==> src/rtl/rlr_pkg.sv <==
// rlr_pkg: shared types, codes and interval helpers of the ring lookup router
// used by rlr_cfg_regs, rlr_route and ring_lookup_router
package rlr_pkg;

    localparam int KEY_BITS    = 6;
    localparam int FINGERS     = KEY_BITS;
    localparam int TABLE_W     = KEY_BITS * FINGERS;
    localparam int CFG_DATA_W  = TABLE_W;
    localparam int CFG_INDEX_W = 2;
    localparam int CMD_W       = 2;
    localparam int ACTION_W    = 3;

    // message kinds
    localparam logic [CMD_W-1:0] CMD_ASK     = 2'd0;
    localparam logic [CMD_W-1:0] CMD_LAST    = 2'd1;
    localparam logic [CMD_W-1:0] CMD_ANSWER  = 2'd2;
    localparam logic [CMD_W-1:0] CMD_UNKNOWN = 2'd3;

    // result actions
    localparam logic [ACTION_W-1:0] ACT_FORWARD   = 3'd0;
    localparam logic [ACTION_W-1:0] ACT_LAST      = 3'd1;
    localparam logic [ACTION_W-1:0] ACT_ANSWER    = 3'd2;
    localparam logic [ACTION_W-1:0] ACT_NOT_FOUND = 3'd3;
    localparam logic [ACTION_W-1:0] ACT_REPORT    = 3'd4;

    // configuration register indexes
    localparam logic [CFG_INDEX_W-1:0] REG_OWN_ID       = 2'd0;
    localparam logic [CFG_INDEX_W-1:0] REG_FIRST_KEY    = 2'd1;
    localparam logic [CFG_INDEX_W-1:0] REG_FINGER_NODES = 2'd2;
    localparam logic [CFG_INDEX_W-1:0] REG_FINGER_RANKS = 2'd3;

    typedef struct packed {
        logic [CMD_W-1:0]    cmd;
        logic [KEY_BITS-1:0] key;
        logic [KEY_BITS-1:0] partner;
    } msg_t;

    typedef struct packed {
        logic [ACTION_W-1:0] action;
        logic [KEY_BITS-1:0] dest_rank;
        logic [KEY_BITS-1:0] key_out;
        logic [KEY_BITS-1:0] second_word;
    } route_t;

    typedef struct packed {
        logic [KEY_BITS-1:0] own_id;
        logic [KEY_BITS-1:0] first_key;
        logic [TABLE_W-1:0]  finger_nodes;
        logic [TABLE_W-1:0]  finger_ranks;
    } cfg_t;

    // key in circular (lo, hi]
    function automatic logic in_open_closed(logic [KEY_BITS-1:0] lo,
                                            logic [KEY_BITS-1:0] hi,
                                            logic [KEY_BITS-1:0] k);
        if (lo < hi)
            return (k > lo) && (k <= hi);
        return (k > lo) || (k <= hi);
    endfunction

    // key in circular [lo, hi]
    function automatic logic in_closed(logic [KEY_BITS-1:0] lo,
                                       logic [KEY_BITS-1:0] hi,
                                       logic [KEY_BITS-1:0] k);
        if (hi >= lo)
            return (k >= lo) && (k <= hi);
        return (k >= lo) || (k <= hi);
    endfunction

endpackage

==> src/rtl/rlr_cfg_regs.sv <==
// rlr_cfg_regs: configuration registers of the ring lookup router
// depends on rlr_pkg
module rlr_cfg_regs (
    input  logic                             clk,
    input  logic                             rst_n,
    input  logic                             cfg_we,
    input  logic [rlr_pkg::CFG_INDEX_W-1:0]  cfg_index,
    input  logic [rlr_pkg::CFG_DATA_W-1:0]   cfg_data,
    output rlr_pkg::cfg_t                    cfg
);
    import rlr_pkg::*;

    logic [KEY_BITS-1:0] own_id_reg;
    logic [KEY_BITS-1:0] first_key_reg;
    logic [TABLE_W-1:0]  finger_nodes_reg;
    logic [TABLE_W-1:0]  finger_ranks_reg;

    always_ff @(posedge clk or negedge rst_n)
    begin
        if (!rst_n)
        begin
            own_id_reg       <= '0;
            first_key_reg    <= '0;
            finger_nodes_reg <= '0;
            finger_ranks_reg <= '0;
        end
        else if (cfg_we)
        begin
            unique case (cfg_index)
                REG_OWN_ID:       own_id_reg       <= cfg_data[KEY_BITS-1:0];
                REG_FIRST_KEY:    first_key_reg    <= cfg_data[KEY_BITS-1:0];
                REG_FINGER_NODES: finger_nodes_reg <= cfg_data[TABLE_W-1:0];
                REG_FINGER_RANKS: finger_ranks_reg <= cfg_data[TABLE_W-1:0];
                default:          ;
            endcase
        end
    end

    assign cfg.own_id       = own_id_reg;
    assign cfg.first_key    = first_key_reg;
    assign cfg.finger_nodes = finger_nodes_reg;
    assign cfg.finger_ranks = finger_ranks_reg;

endmodule

==> src/rtl/rlr_route.sv <==
// rlr_route: combinational routing decision for one message
// depends on rlr_pkg
module rlr_route (
    input  rlr_pkg::cfg_t   cfg,
    input  rlr_pkg::msg_t   msg,
    output logic            has_result,
    output rlr_pkg::route_t result
);
    import rlr_pkg::*;

    logic [FINGERS-1:0]  hit;
    logic                fwd_found;
    logic [KEY_BITS-1:0] fwd_rank;

    // all finger compares in parallel, the highest hit wins
    always_comb
    begin
        fwd_found = 1'b0;
        fwd_rank  = '0;
        for (int i = 0; i < FINGERS; i++)
        begin
            hit[i] = (cfg.finger_nodes[i*KEY_BITS +: KEY_BITS] != cfg.own_id) &&
                     in_open_closed(cfg.finger_nodes[i*KEY_BITS +: KEY_BITS],
                                    cfg.own_id, msg.key);
            if (hit[i])
            begin
                fwd_found = 1'b1;
                fwd_rank  = cfg.finger_ranks[i*KEY_BITS +: KEY_BITS];
            end
        end
    end

    always_comb
    begin
        has_result         = 1'b1;
        result.action      = ACT_REPORT;
        result.dest_rank   = '0;
        result.key_out     = msg.key;
        result.second_word = msg.partner;
        case (msg.cmd)
            CMD_ASK:
            begin
                if (fwd_found)
                begin
                    result.action    = ACT_FORWARD;
                    result.dest_rank = fwd_rank;
                end
                else
                begin
                    result.action    = ACT_LAST;
                    result.dest_rank = cfg.finger_ranks[KEY_BITS-1:0];
                end
            end
            CMD_LAST:
            begin
                if (in_closed(cfg.first_key, cfg.own_id, msg.key))
                begin
                    result.action      = ACT_ANSWER;
                    result.dest_rank   = msg.partner;
                    result.second_word = cfg.own_id;
                end
                else
                begin
                    result.action      = ACT_NOT_FOUND;
                    result.second_word = '0;
                end
            end
            CMD_ANSWER:
            begin
                result.action = ACT_REPORT;
            end
            default:
            begin
                // unknown kind: dropped
                has_result = 1'b0;
            end
        endcase
    end

endmodule

==> src/rtl/ring_lookup_router.sv <==
// ring_lookup_router: top level, message register, decision logic, result register
// depends on rlr_pkg, rlr_cfg_regs, rlr_route
//
// Takes one message per clock while msg_stall is low and returns at most one
// routing result per message: the message is captured in an input register,
// decided by a single pass over the six finger compares and captured in the
// result register. A stalled result holds; the input register keeps
// taking a message as long as the result register can move, so the sustained
// rate is one message per cycle. A message of unknown kind (cmd 3) is taken
// and yields no result. Configuration writes take effect at once and are meant
// for idle periods only.
module ring_lookup_router (
    input  logic                             clk,
    input  logic                             rst_n,
    input  logic                             cfg_we,
    input  logic [rlr_pkg::CFG_INDEX_W-1:0]  cfg_index,
    input  logic [rlr_pkg::CFG_DATA_W-1:0]   cfg_data,
    input  logic                             msg_valid,
    output logic                             msg_stall,
    input  rlr_pkg::msg_t                    msg,
    output logic                             route_valid,
    input  logic                             route_stall,
    output rlr_pkg::route_t                  route
);
    import rlr_pkg::*;

    cfg_t   cfg;
    logic   s1_vld_reg;
    msg_t   s1_msg_reg;
    logic   out_vld_reg;
    route_t out_reg;
    logic   dec_has_result;
    route_t dec_result;
    logic   out_ready;
    logic   s1_ready;

    rlr_cfg_regs u_cfg_regs (
        .clk       (clk),
        .rst_n     (rst_n),
        .cfg_we    (cfg_we),
        .cfg_index (cfg_index),
        .cfg_data  (cfg_data),
        .cfg       (cfg)
    );

    rlr_route u_route (
        .cfg        (cfg),
        .msg        (s1_msg_reg),
        .has_result (dec_has_result),
        .result     (dec_result)
    );

    assign out_ready = !out_vld_reg || !route_stall;
    assign s1_ready  = !s1_vld_reg || out_ready;
    assign msg_stall = !s1_ready;

    always_ff @(posedge clk or negedge rst_n)
    begin
        if (!rst_n)
            s1_vld_reg <= 1'b0;
        else if (s1_ready)
            s1_vld_reg <= msg_valid;
    end

    always_ff @(posedge clk)
    begin
        if (s1_ready && msg_valid)
            s1_msg_reg <= msg;
    end

    always_ff @(posedge clk or negedge rst_n)
    begin
        if (!rst_n)
            out_vld_reg <= 1'b0;
        else if (out_ready)
            out_vld_reg <= s1_vld_reg && dec_has_result;
    end

    always_ff @(posedge clk)
    begin
        if (out_ready && s1_vld_reg && dec_has_result)
            out_reg <= dec_result;
    end

    assign route_valid = out_vld_reg;
    assign route       = out_reg;

`ifndef ASSERT_OFF
    // input side only backs up when the message register is occupied
    a_stall_only_when_full: assert property (@(posedge clk) disable iff (!rst_n)
        msg_stall |-> s1_vld_reg)
        else $error("msg_stall raised with empty input register");

    // a transfer always lands in the input register
    a_transfer_captured: assert property (@(posedge clk) disable iff (!rst_n)
        (msg_valid && !msg_stall) |=> s1_vld_reg)
        else $error("transferred message not captured");

    // a known message moving on produces a result next cycle
    a_known_gives_result: assert property (@(posedge clk) disable iff (!rst_n)
        (s1_vld_reg && out_ready && s1_msg_reg.cmd != CMD_UNKNOWN) |=> route_valid)
        else $error("known message produced no result");

    // unknown kind never produces a result
    a_unknown_dropped: assert property (@(posedge clk) disable iff (!rst_n)
        (s1_vld_reg && out_ready && s1_msg_reg.cmd == CMD_UNKNOWN) |=> !route_valid)
        else $error("unknown message produced a result");

    // nothing sent means no destination
    a_no_dest_when_local: assert property (@(posedge clk) disable iff (!rst_n)
        (route_valid && (route.action == ACT_NOT_FOUND || route.action == ACT_REPORT))
        |-> route.dest_rank == '0)
        else $error("local result carries a destination rank");
`endif

endmodule
==> config.mk <==
export PLATFORM = sky130hd
export DESIGN_NAME = ring_lookup_router
export DESIGN_NICKNAME = d
export VERILOG_FILES = /design/src/rtl/rlr_pkg.sv /design/src/rtl/rlr_cfg_regs.sv /design/src/rtl/rlr_route.sv /design/src/rtl/ring_lookup_router.sv
export SDC_FILE = /design/constraint.sdc
export NUM_CORES = 1
export LEC_CHECK = 0
export BUFFER_PORTS_ARGS = -buffer_cell sky130_fd_sc_hd__buf_2
export CAP_MARGIN = 40
export CORE_MARGIN = 1.5
export CORE_UTILIZATION = 50
export CTS_CLUSTER_DIAMETER = 100
export DETAILED_ROUTE_END_ITERATION = 8
export PLACE_DENSITY = 0.7
export SETUP_SLACK_MARGIN = 0.15
export SLEW_MARGIN = 20
export SYNTH_ARGS = -nofsm -noshare
export SYNTH_HDL_FRONTEND = slang
export SYNTH_SLANG_ARGS = --single-unit
==> constraint.sdc <==
create_clock -name clk -period 5.75 [get_ports clk]
set_input_delay 0.2875 -clock clk [delete_from_list [all_inputs] [get_ports clk]]
set_output_delay 0.2875 -clock clk [all_outputs]
set_load 0.05 [all_outputs]
==> run_results.csv, run 1 <==
group,metric,value,unit
outcome,status,"complete, no violations",
route,routed_wl,18000,µm
synth,syn-cell-area,0.00704,mm²
final_layout,utilization,59.2,%
clock_tree,cts_tree,"yes",
clock_tree,cts_resized,0,
die,die_area,0.0148,mm²
global_route,grt_max_degree,57,
die,start_util,50.9,%
final_layout,final.fill_count,1127,
route,ant_nets,0,
power_and_ir_drop,powerDensity,389,mW/mm²
synth,synth-seq-cells,121,
final_layout,fin_cells,881,
synth,synth_cell_types,61,
timing,max-slew-margin-rel,50.0,%
timing,tns,0,ns
clock_tree,cts_max_level,4,
final_layout,syn2layout_area_growth,16.3,%
critical_path,arrival,3.70,ns
synth,syn_inst,601,
route,vias_per_cell,5.88,
synth,yosysSeqAreaShare,45.5,%
critical_path,critical_path.endpoint_type,"flip-flop",
critical_path,cpMostUsedCell,"a21o_1",
clock_tree,cts.clk_slew.worst_paths,0.06,ns
timing,skew,0.00610,ns
placed_design,place_hpwl,13100,µm
timing,drv_slew,0,
clock_tree,cts_buffers,17,
global_route,grt_antenna_before_repair,0,
clock_tree,ctsHoldBuffers,1,
clock_tree,post_cts_buffers,0,
synth,async_flop_share,71.1,%
placed_design,dp_cells,848,
timing,setup_viol,0,
global_route,grt_pass1_wl,28200,µm
route,drc,0,
global_route,grt_pass1_vias,5439,
placed_design,place_ws,2.27,ns
final_layout,final_net_count,835,
synth,synthesis.nets,748,
die,coreArea,0.0138,mm²
clock_tree,root_buffer,"clkbuf_16",
synth,synth_flop_cell,"dfrtp_1",
critical_path,slowest_stage,"a311o_4",
clock_tree,insertion_delay,0.42,ns
critical_path,path_cells,"inv_1, ha_1, a21o_1, a21o_1, a221oi_1, maj3_2, a31oi_2, a311o_4, o41a_1, a32o_1",
die,ios,80,
global_route,grt_use_total,25.7,%
synth,syn_area_per_cell,11.7,µm²
die,fp-row-count,43,
placed_design,place.port_buffers,79,
die,fp.dieW,122,µm
global_route,grt_overflow_total,0,
job,maxCapViolCount,0,
route,first_pass_iters,5,
die,chipHeight,122,µm
timing,min_period,3.52,ns
timing,tightest_slew,0.748,ns
placed_design,place_area,0.00763,mm²
timing,fmax,284,MHz
critical_path,required,5.92,ns
route,num_vias,5179,
critical_path,start_kind,"flip-flop",
placed_design,gp_routability_congestion,0.879,
synth,synth_warnings,0,
final_layout,antenna_cells,0,
power_and_ir_drop,power.leakage,3.78,nW
final_layout,post-route-cell-area,0.00818,mm²
final_layout,drive_gt1_share,30.7,%
route,drtIter0Drc,305,
critical_path,max_stage_delay,0.53,ns
final_layout,multi_input_area,0.00354,mm²
synth,synth_edf_count,35,
timing,period_share,61.3,%
critical_path,crit_fanout,13,
critical_path,criticalPathCategory,"reg -> reg",
route,wl_per_cell,20.4,µm
timing,setup_ws,2.23,ns
clock_tree,cts_sinks,121,
power_and_ir_drop,ir_worst_vdd,0.359,mV
timing,rsz0062_at_grt,"no",
worst_hold_path,hp-class,"in -> reg",
clock_tree,cts_buffer_depth,2,
timing,final-hold-violation-count,0,
final_layout,seq_area,0.00320,mm²
## final cells by class
type / count / area share (%)
Clock buffer: 19 / 5.29
Clock inverter: 13 / 1.28
Inverter: 60 / 2.75
Multi-Input combinational cell: 404 / 43.3
Sequential cell: 121 / 39.2
Tap cell: 180 / 2.75
Timing Repair Buffer: 84 / 5.48
## per-stage QoR
| step | power [mW] | hold WS (ns) |
|---|---|---|
| 2_1_floorplan | 1.91 | -0.00809 |
| 3_3_place_gp | 2.13 | 0.244 |
| 3_5_place_dp | 2.19 | 0.255 |
| 4_1_cts | 3.18 | 0.0313 |
| 5_1_grt | 3.36 | 0.0283 |
| 6_report | 3.18 | 0.0383 |
## kinds of logic (layout without fill, tap and decap cells)
| kind of cell | count (synthesis) | in the layout | share of synthesized area (%) |
|---|---|---|---|
| flops | 121 | 121 | 45.5 |
| simple gates | 115 | 115 | 8.18 |
| compound gates | 116 | 116 | 12.7 |
| buf+inv | 76 | 176 | 4.37 |
| fa+ha+maj | 95 | 95 | 16.8 |
| mux | 78 | 78 | 12.5 |
## worst max-delay path: cells and delay by family (launching register included)
| family | cells | cell delay (ns) |
|---|---|---|
| buffers and inverters | 1 | 0.30 |
| AOI/OAI and AO/OA | 7 | 1.98 |
| adders and majority gates | 2 | 0.60 |
| DFF | 1 | 0.39 |
## power by group
group,internal (mW),total (mW),switching [mW]
combinational,0.444,1.03,0.591
sequential,1.03,1.17,0.137
clock,0.587,0.976,0.388
## cell usage after synthesis, drive strengths merged (7+ instances only)
cell type / count / area share [%]
ha: 90 / 16
dfrtp: 86 / 31
mux2: 78 / 12
inv: 60 / 3.2
nand2: 46 / 2.5
edfxtp: 35 / 15
a21oi: 21 / 1.8
o21ai: 21 / 1.5
nand3: 13 / 0.92
clkbuf: 10 / 0.53
nor2: 10 / 0.53
a21o: 9 / 0.96
nand2b: 9 / 0.80
nor3: 8 / 0.57
a211o: 7 / 0.94
nand4: 7 / 0.62
o31ai: 7 / 0.82
## layout by cell type, fill, tap and decap left out, types with 3 or more instances in the layout
master	instances
dfrtp_1	86
o41a_1	6
buf_2	79
a21oi_1	17
nand2_1	46
nor3_1	8
nand4_1	7
nand2b_1	9
maj3_1	3
a211oi_1	3
o21ai_0	20
nand3_1	12
o221a_2	6
mux2_2	78
inv_1	60
a21o_1	9
a32o_1	6
a211o_1	3
o21a_1	5
o32ai_1	3
o31ai_1	6
a211o_2	4
and4_1	3
nor2b_1	6
a31oi_1	3
clkbuf_16	17
clkinv_1	3
edfxtp_1	35
nor2_1	10
buf_4	3
clkinv_2	3
clkinvlp_4	3
ha_1	90
## metal layers
layer	wire, µm	part of all wire [%]	global-route usage [%]	vias up
met1	7550	42	30.9	2589
met5	0	0	0	-
met3	951	5.3	6.69	49
li1	-	-	-	2387
met2	8800	49	43.5	154
met4	674	3.7	11.6	0
## path summary, 6_finish.rpt
kind                            cells after the start                            startpoint  slack (ns)                                          end
worst max-delay path                               10  u_cfg_regs.own_id_reg[3]$_DFFE_PN0P_        2.23                          route[16]$_DFFE_PP_
worst min-delay path                                1                                msg[6]        0.04                      s1_msg_reg[6]$_DFFE_PP_
worst max register to register                     10  u_cfg_regs.own_id_reg[3]$_DFFE_PN0P_        2.23                          route[16]$_DFFE_PP_
worst min register to register                      0               s1_msg_reg[6]$_DFFE_PP_        0.46                           route[6]$_DFFE_PP_
max in group asynchronous                           3                                 rst_n        4.35  u_cfg_regs.finger_ranks_reg[22]$_DFFE_PN0P_
min in group asynchronous                           2                                 rst_n        0.35  u_cfg_regs.finger_nodes_reg[10]$_DFFE_PN0P_
(Power assumes the default switching activity.)
==> run 2, diff against run 1 <==
--- a/config.mk
+++ b/config.mk
@@ -5,13 +5,14 @@
 export SDC_FILE = /design/constraint.sdc
 export NUM_CORES = 1
 export LEC_CHECK = 0
+export ABC_AREA = 1
 export BUFFER_PORTS_ARGS = -buffer_cell sky130_fd_sc_hd__buf_2
 export CAP_MARGIN = 40
 export CORE_MARGIN = 1.5
 export CORE_UTILIZATION = 50
 export CTS_CLUSTER_DIAMETER = 100
 export DETAILED_ROUTE_END_ITERATION = 8
-export PLACE_DENSITY = 0.7
+export PLACE_DENSITY = 0.72
 export SETUP_SLACK_MARGIN = 0.15
 export SLEW_MARGIN = 20
 export SYNTH_ARGS = -nofsm -noshare
==> constraint.sdc (replaced) <==
create_clock -name clk -period 3 [get_ports clk]
set_input_delay 0.15 -clock clk [delete_from_list [all_inputs] [get_ports clk]]
set_output_delay 0.15 -clock clk [all_outputs]
set_load 0.05 [all_outputs]
==> run 2 against run 1 <==
Net effect: via count is 21% higher; critical path type unchanged; die area increased by 2.9%; sequential power increased by 85%; worst hold slack got worse by 0.039 ns; global-route usage rose by 0.78 points; area after synthesis rose by 2.9%; the flow now finishes with violations (hold timing); highest routed layer unchanged.
==> run_results.csv, run 2 <==
group,metric,value,unit
die,die_area,0.0152,mm²
global_route,grt_overflow_total,0,
final_layout,final_cell_mix,"223 x nand2_1, 140 x inv_1, 111 x o21ai_0, 90 x ha_1, 83 x dfrtp_1",
synth,synth_xor_area_share,0,%
final_layout,drive_gt1_share,18.7,%
final_layout,final_net_count,1162,
synth,synth_top_family_by_area,"simple AND/OR/NAND/NOR gates",
critical_path,required,3.18,ns
synth,yosysSeqAreaShare,44.2,%
timing,tns,0,ns
timing,fmax,360,MHz
die,fp.dieW,123,µm
timing,period_share,92.7,%
timing,final-hold-violation-count,1,
synth,synth_edf_count,35,
synth,synth_commonest_cells,"225 x nand2_1, 145 x inv_1, 114 x o21ai_0",
synth,synthTopCellsByArea,"dfrtp_1 30%, ha_1 16%, edfxtp_1 15%, nand2_1 12%, o21ai_0 7.9%",
critical_path,path_cells,"ha_1, a21oi_1, nand3_2, nand2_8, nand2_1, nand2_1, o211ai_4, or2_2, nand2_1, nand2_1, nand2_1, nand2_1, nand2_1, nand2_1",
timing,hold-worst-slack,-0.000631,ns
outcome,violations,"hold timing",
route,wl_per_cell,16.0,µm
power_and_ir_drop,powerDensity,711,mW/mm²
global_route,grt_use_total,26.5,%
critical_path,critical_path.endpoint_type,"flip-flop",
final_layout,final_common_cell,"nand2_1",
route,routed_wl,19300,µm
synth,synth_compound_area_share,12.8,%
timing,tightest_slew,0.589,ns
die,coreArea,0.0140,mm²
synth,synth_top_cell_by_area,"dfrtp_1",
synth,synth-seq-cells,121,
route,first_pass_iters,5,
route,drtIter0Drc,443,
critical_path,path_buf_inv,0,
placed_design,place_hpwl,13700,µm
critical_path,crit_family,"simple AND/OR/NAND/NOR gates",
global_route,grt_max_degree,48,
critical_path,crit_fanout,13,
worst_hold_path,hp-class,"in -> reg",
critical_path,cpMostUsedCell,"nand2_1",
job,maxCapViolCount,0,
clock_tree,root_buffer,"clkbuf_16",
die,fp-row-count,43,
die,chipHeight,123,µm
route,ant_nets,0,
clock_tree,cts_buffers,17,
synth,syn-cell-area,0.00724,mm²
critical_path,max_stage_delay,0.55,ns
synth,synth_warnings,0,
clock_tree,insertion_delay,0.43,ns
final_layout,final.fill_count,1188,
synth,syn_inst,871,
power_and_ir_drop,power.leakage,4.78,nW
timing,drv_slew,0,
final_layout,syn2layout_area_growth,25.5,%
power_and_ir_drop,ir_worst_vdd,0.469,mV
timing,min_period,2.78,ns
global_route,grt_antenna_before_repair,0,
timing,setup_ws,0.220,ns
placed_design,gp_routability_congestion,0.878,
global_route,grt_pass1_vias,5974,
final_layout,antenna_cells,0,
synth,synth_cell_types,36,
clock_tree,cts.clk_slew.worst_paths,0.06,ns
route,vias_per_cell,5.20,
critical_path,arrival,2.96,ns
synth,synth_adder_area_share,15.5,%
synth,async_flop_share,71.1,%
synth,syn_area_per_cell,8.31,µm²
synth,muxShareOfSynthArea,0,%
clock_tree,cts_sinks,121,
outcome,status,"finished, violations left",
timing,max-slew-margin-rel,60.7,%
synth,yosys.area.top_type_share,29.7,%
global_route,grt_pass1_wl,29900,µm
synth,yosysMostFrequentCell,"nand2_1",
timing,setup_viol,0,
placed_design,place.port_buffers,79,
placed_design,dp_cells,1118,
synth,synth_flop_cell,"dfrtp_1",
timing,skew,0.00709,ns
die,ios,80,
synth,synth-simple-area-share,18.1,%
critical_path,criticalPathCategory,"reg -> reg",
critical_path,slowest_stage,"edfxtp_1",
final_layout,fin_cells,1208,
placed_design,place_ws,0.236,ns
route,num_vias,6286,
route,drc,0,
die,start_util,51.8,%
timing,rsz0062_at_grt,"no",
clock_tree,cts_buffer_depth,2,
clock_tree,cts_max_level,4,
clock_tree,cts_tree,"yes",
power_and_ir_drop,p_total,6.47,mW
synth,synthesis.nets,1018,
critical_path,start_kind,"flip-flop",
==> run 2: layer usage <==
metal | routed length [µm] | GRT usage (%) | share of wire [%]
met2 | 9210 | 42.5 | 48
met1 | 8530 | 34.7 | 44
met3 | 1060 | 6.00 | 5.5
met5 | 0 | 0 | 0
met4 | 502 | 11.1 | 2.6
==> run 2: worst register-to-register path: cells and delay by family (launching register included) <==
kind                       cells  cell delay [ns]
DFF                            1             0.55
adders and majority gates      1             0.39
AOI/OAI and AO/OA              2             0.42
and+or+nand+nor               11             1.16
==> run 2: area by class of cell <==
cell class	count	area, µm²	share of cell area [%]
clock inverter	14	163	1.79
multi-input combinational	574	3440	37.9
inverter	155	589	6.48
clock buffer	18	439	4.83
tap	180	225	2.48
timing repair buffer	146	1030	11.3
sequential	121	3210	35.3
==> run 2: logic make-up after synthesis <==
group | Yosys count
flops | 121
simple gates | 314
compound gates | 169
fa+ha+maj | 90
buf+inv | 177
==> run 2: report_power, final <==
part / internal [mW] / switching [mW]
logic: 0.815 / 1.39
clock network: 1.27 / 0.825
registers: 1.96 / 0.214
==> run 2: worst paths after layout <==
kind	slack (ns)	to	start	depth (start not counted)
worst min-delay path	-0.0006	u_cfg_regs.finger_nodes_reg[9]$_DFFE_PN0P_	cfg_data[9]	3
worst max-delay path	0.22	route[13]$_DFFE_PP_	s1_msg_reg[11]$_DFFE_PP_	14
worst min register to register	0.45	route[6]$_DFFE_PP_	s1_msg_reg[6]$_DFFE_PP_	0
worst max register to register	0.22	route[13]$_DFFE_PP_	s1_msg_reg[11]$_DFFE_PP_	14
max in group asynchronous	2.10	u_cfg_regs.own_id_reg[3]$_DFFE_PN0P_	rst_n	3
min in group asynchronous	0.25	u_cfg_regs.finger_ranks_reg[14]$_DFFE_PN0P_	rst_n	2
==> run 2: timing repair <==
item | in CTS | in global routing
hold buffers | 32 | 0
endpoints found under the hold margin | 76 | 0
resized for setup | 0 | 21
setup endpoints to repair | 0 | 7
buffers inserted | 0 | 24
==> run 2: stage by stage <==
| step | utilization, % | instance area, µm² |
|---|---|---|
| after global placement | 56.2 | 7860 |
| after CTS | 63.0 | 8810 |
| after floorplan | - | 7240 |
| final | 65.0 | 9090 |
| after global routing | 65.0 | 9090 |
| after detailed placement | 56.4 | 7890 |
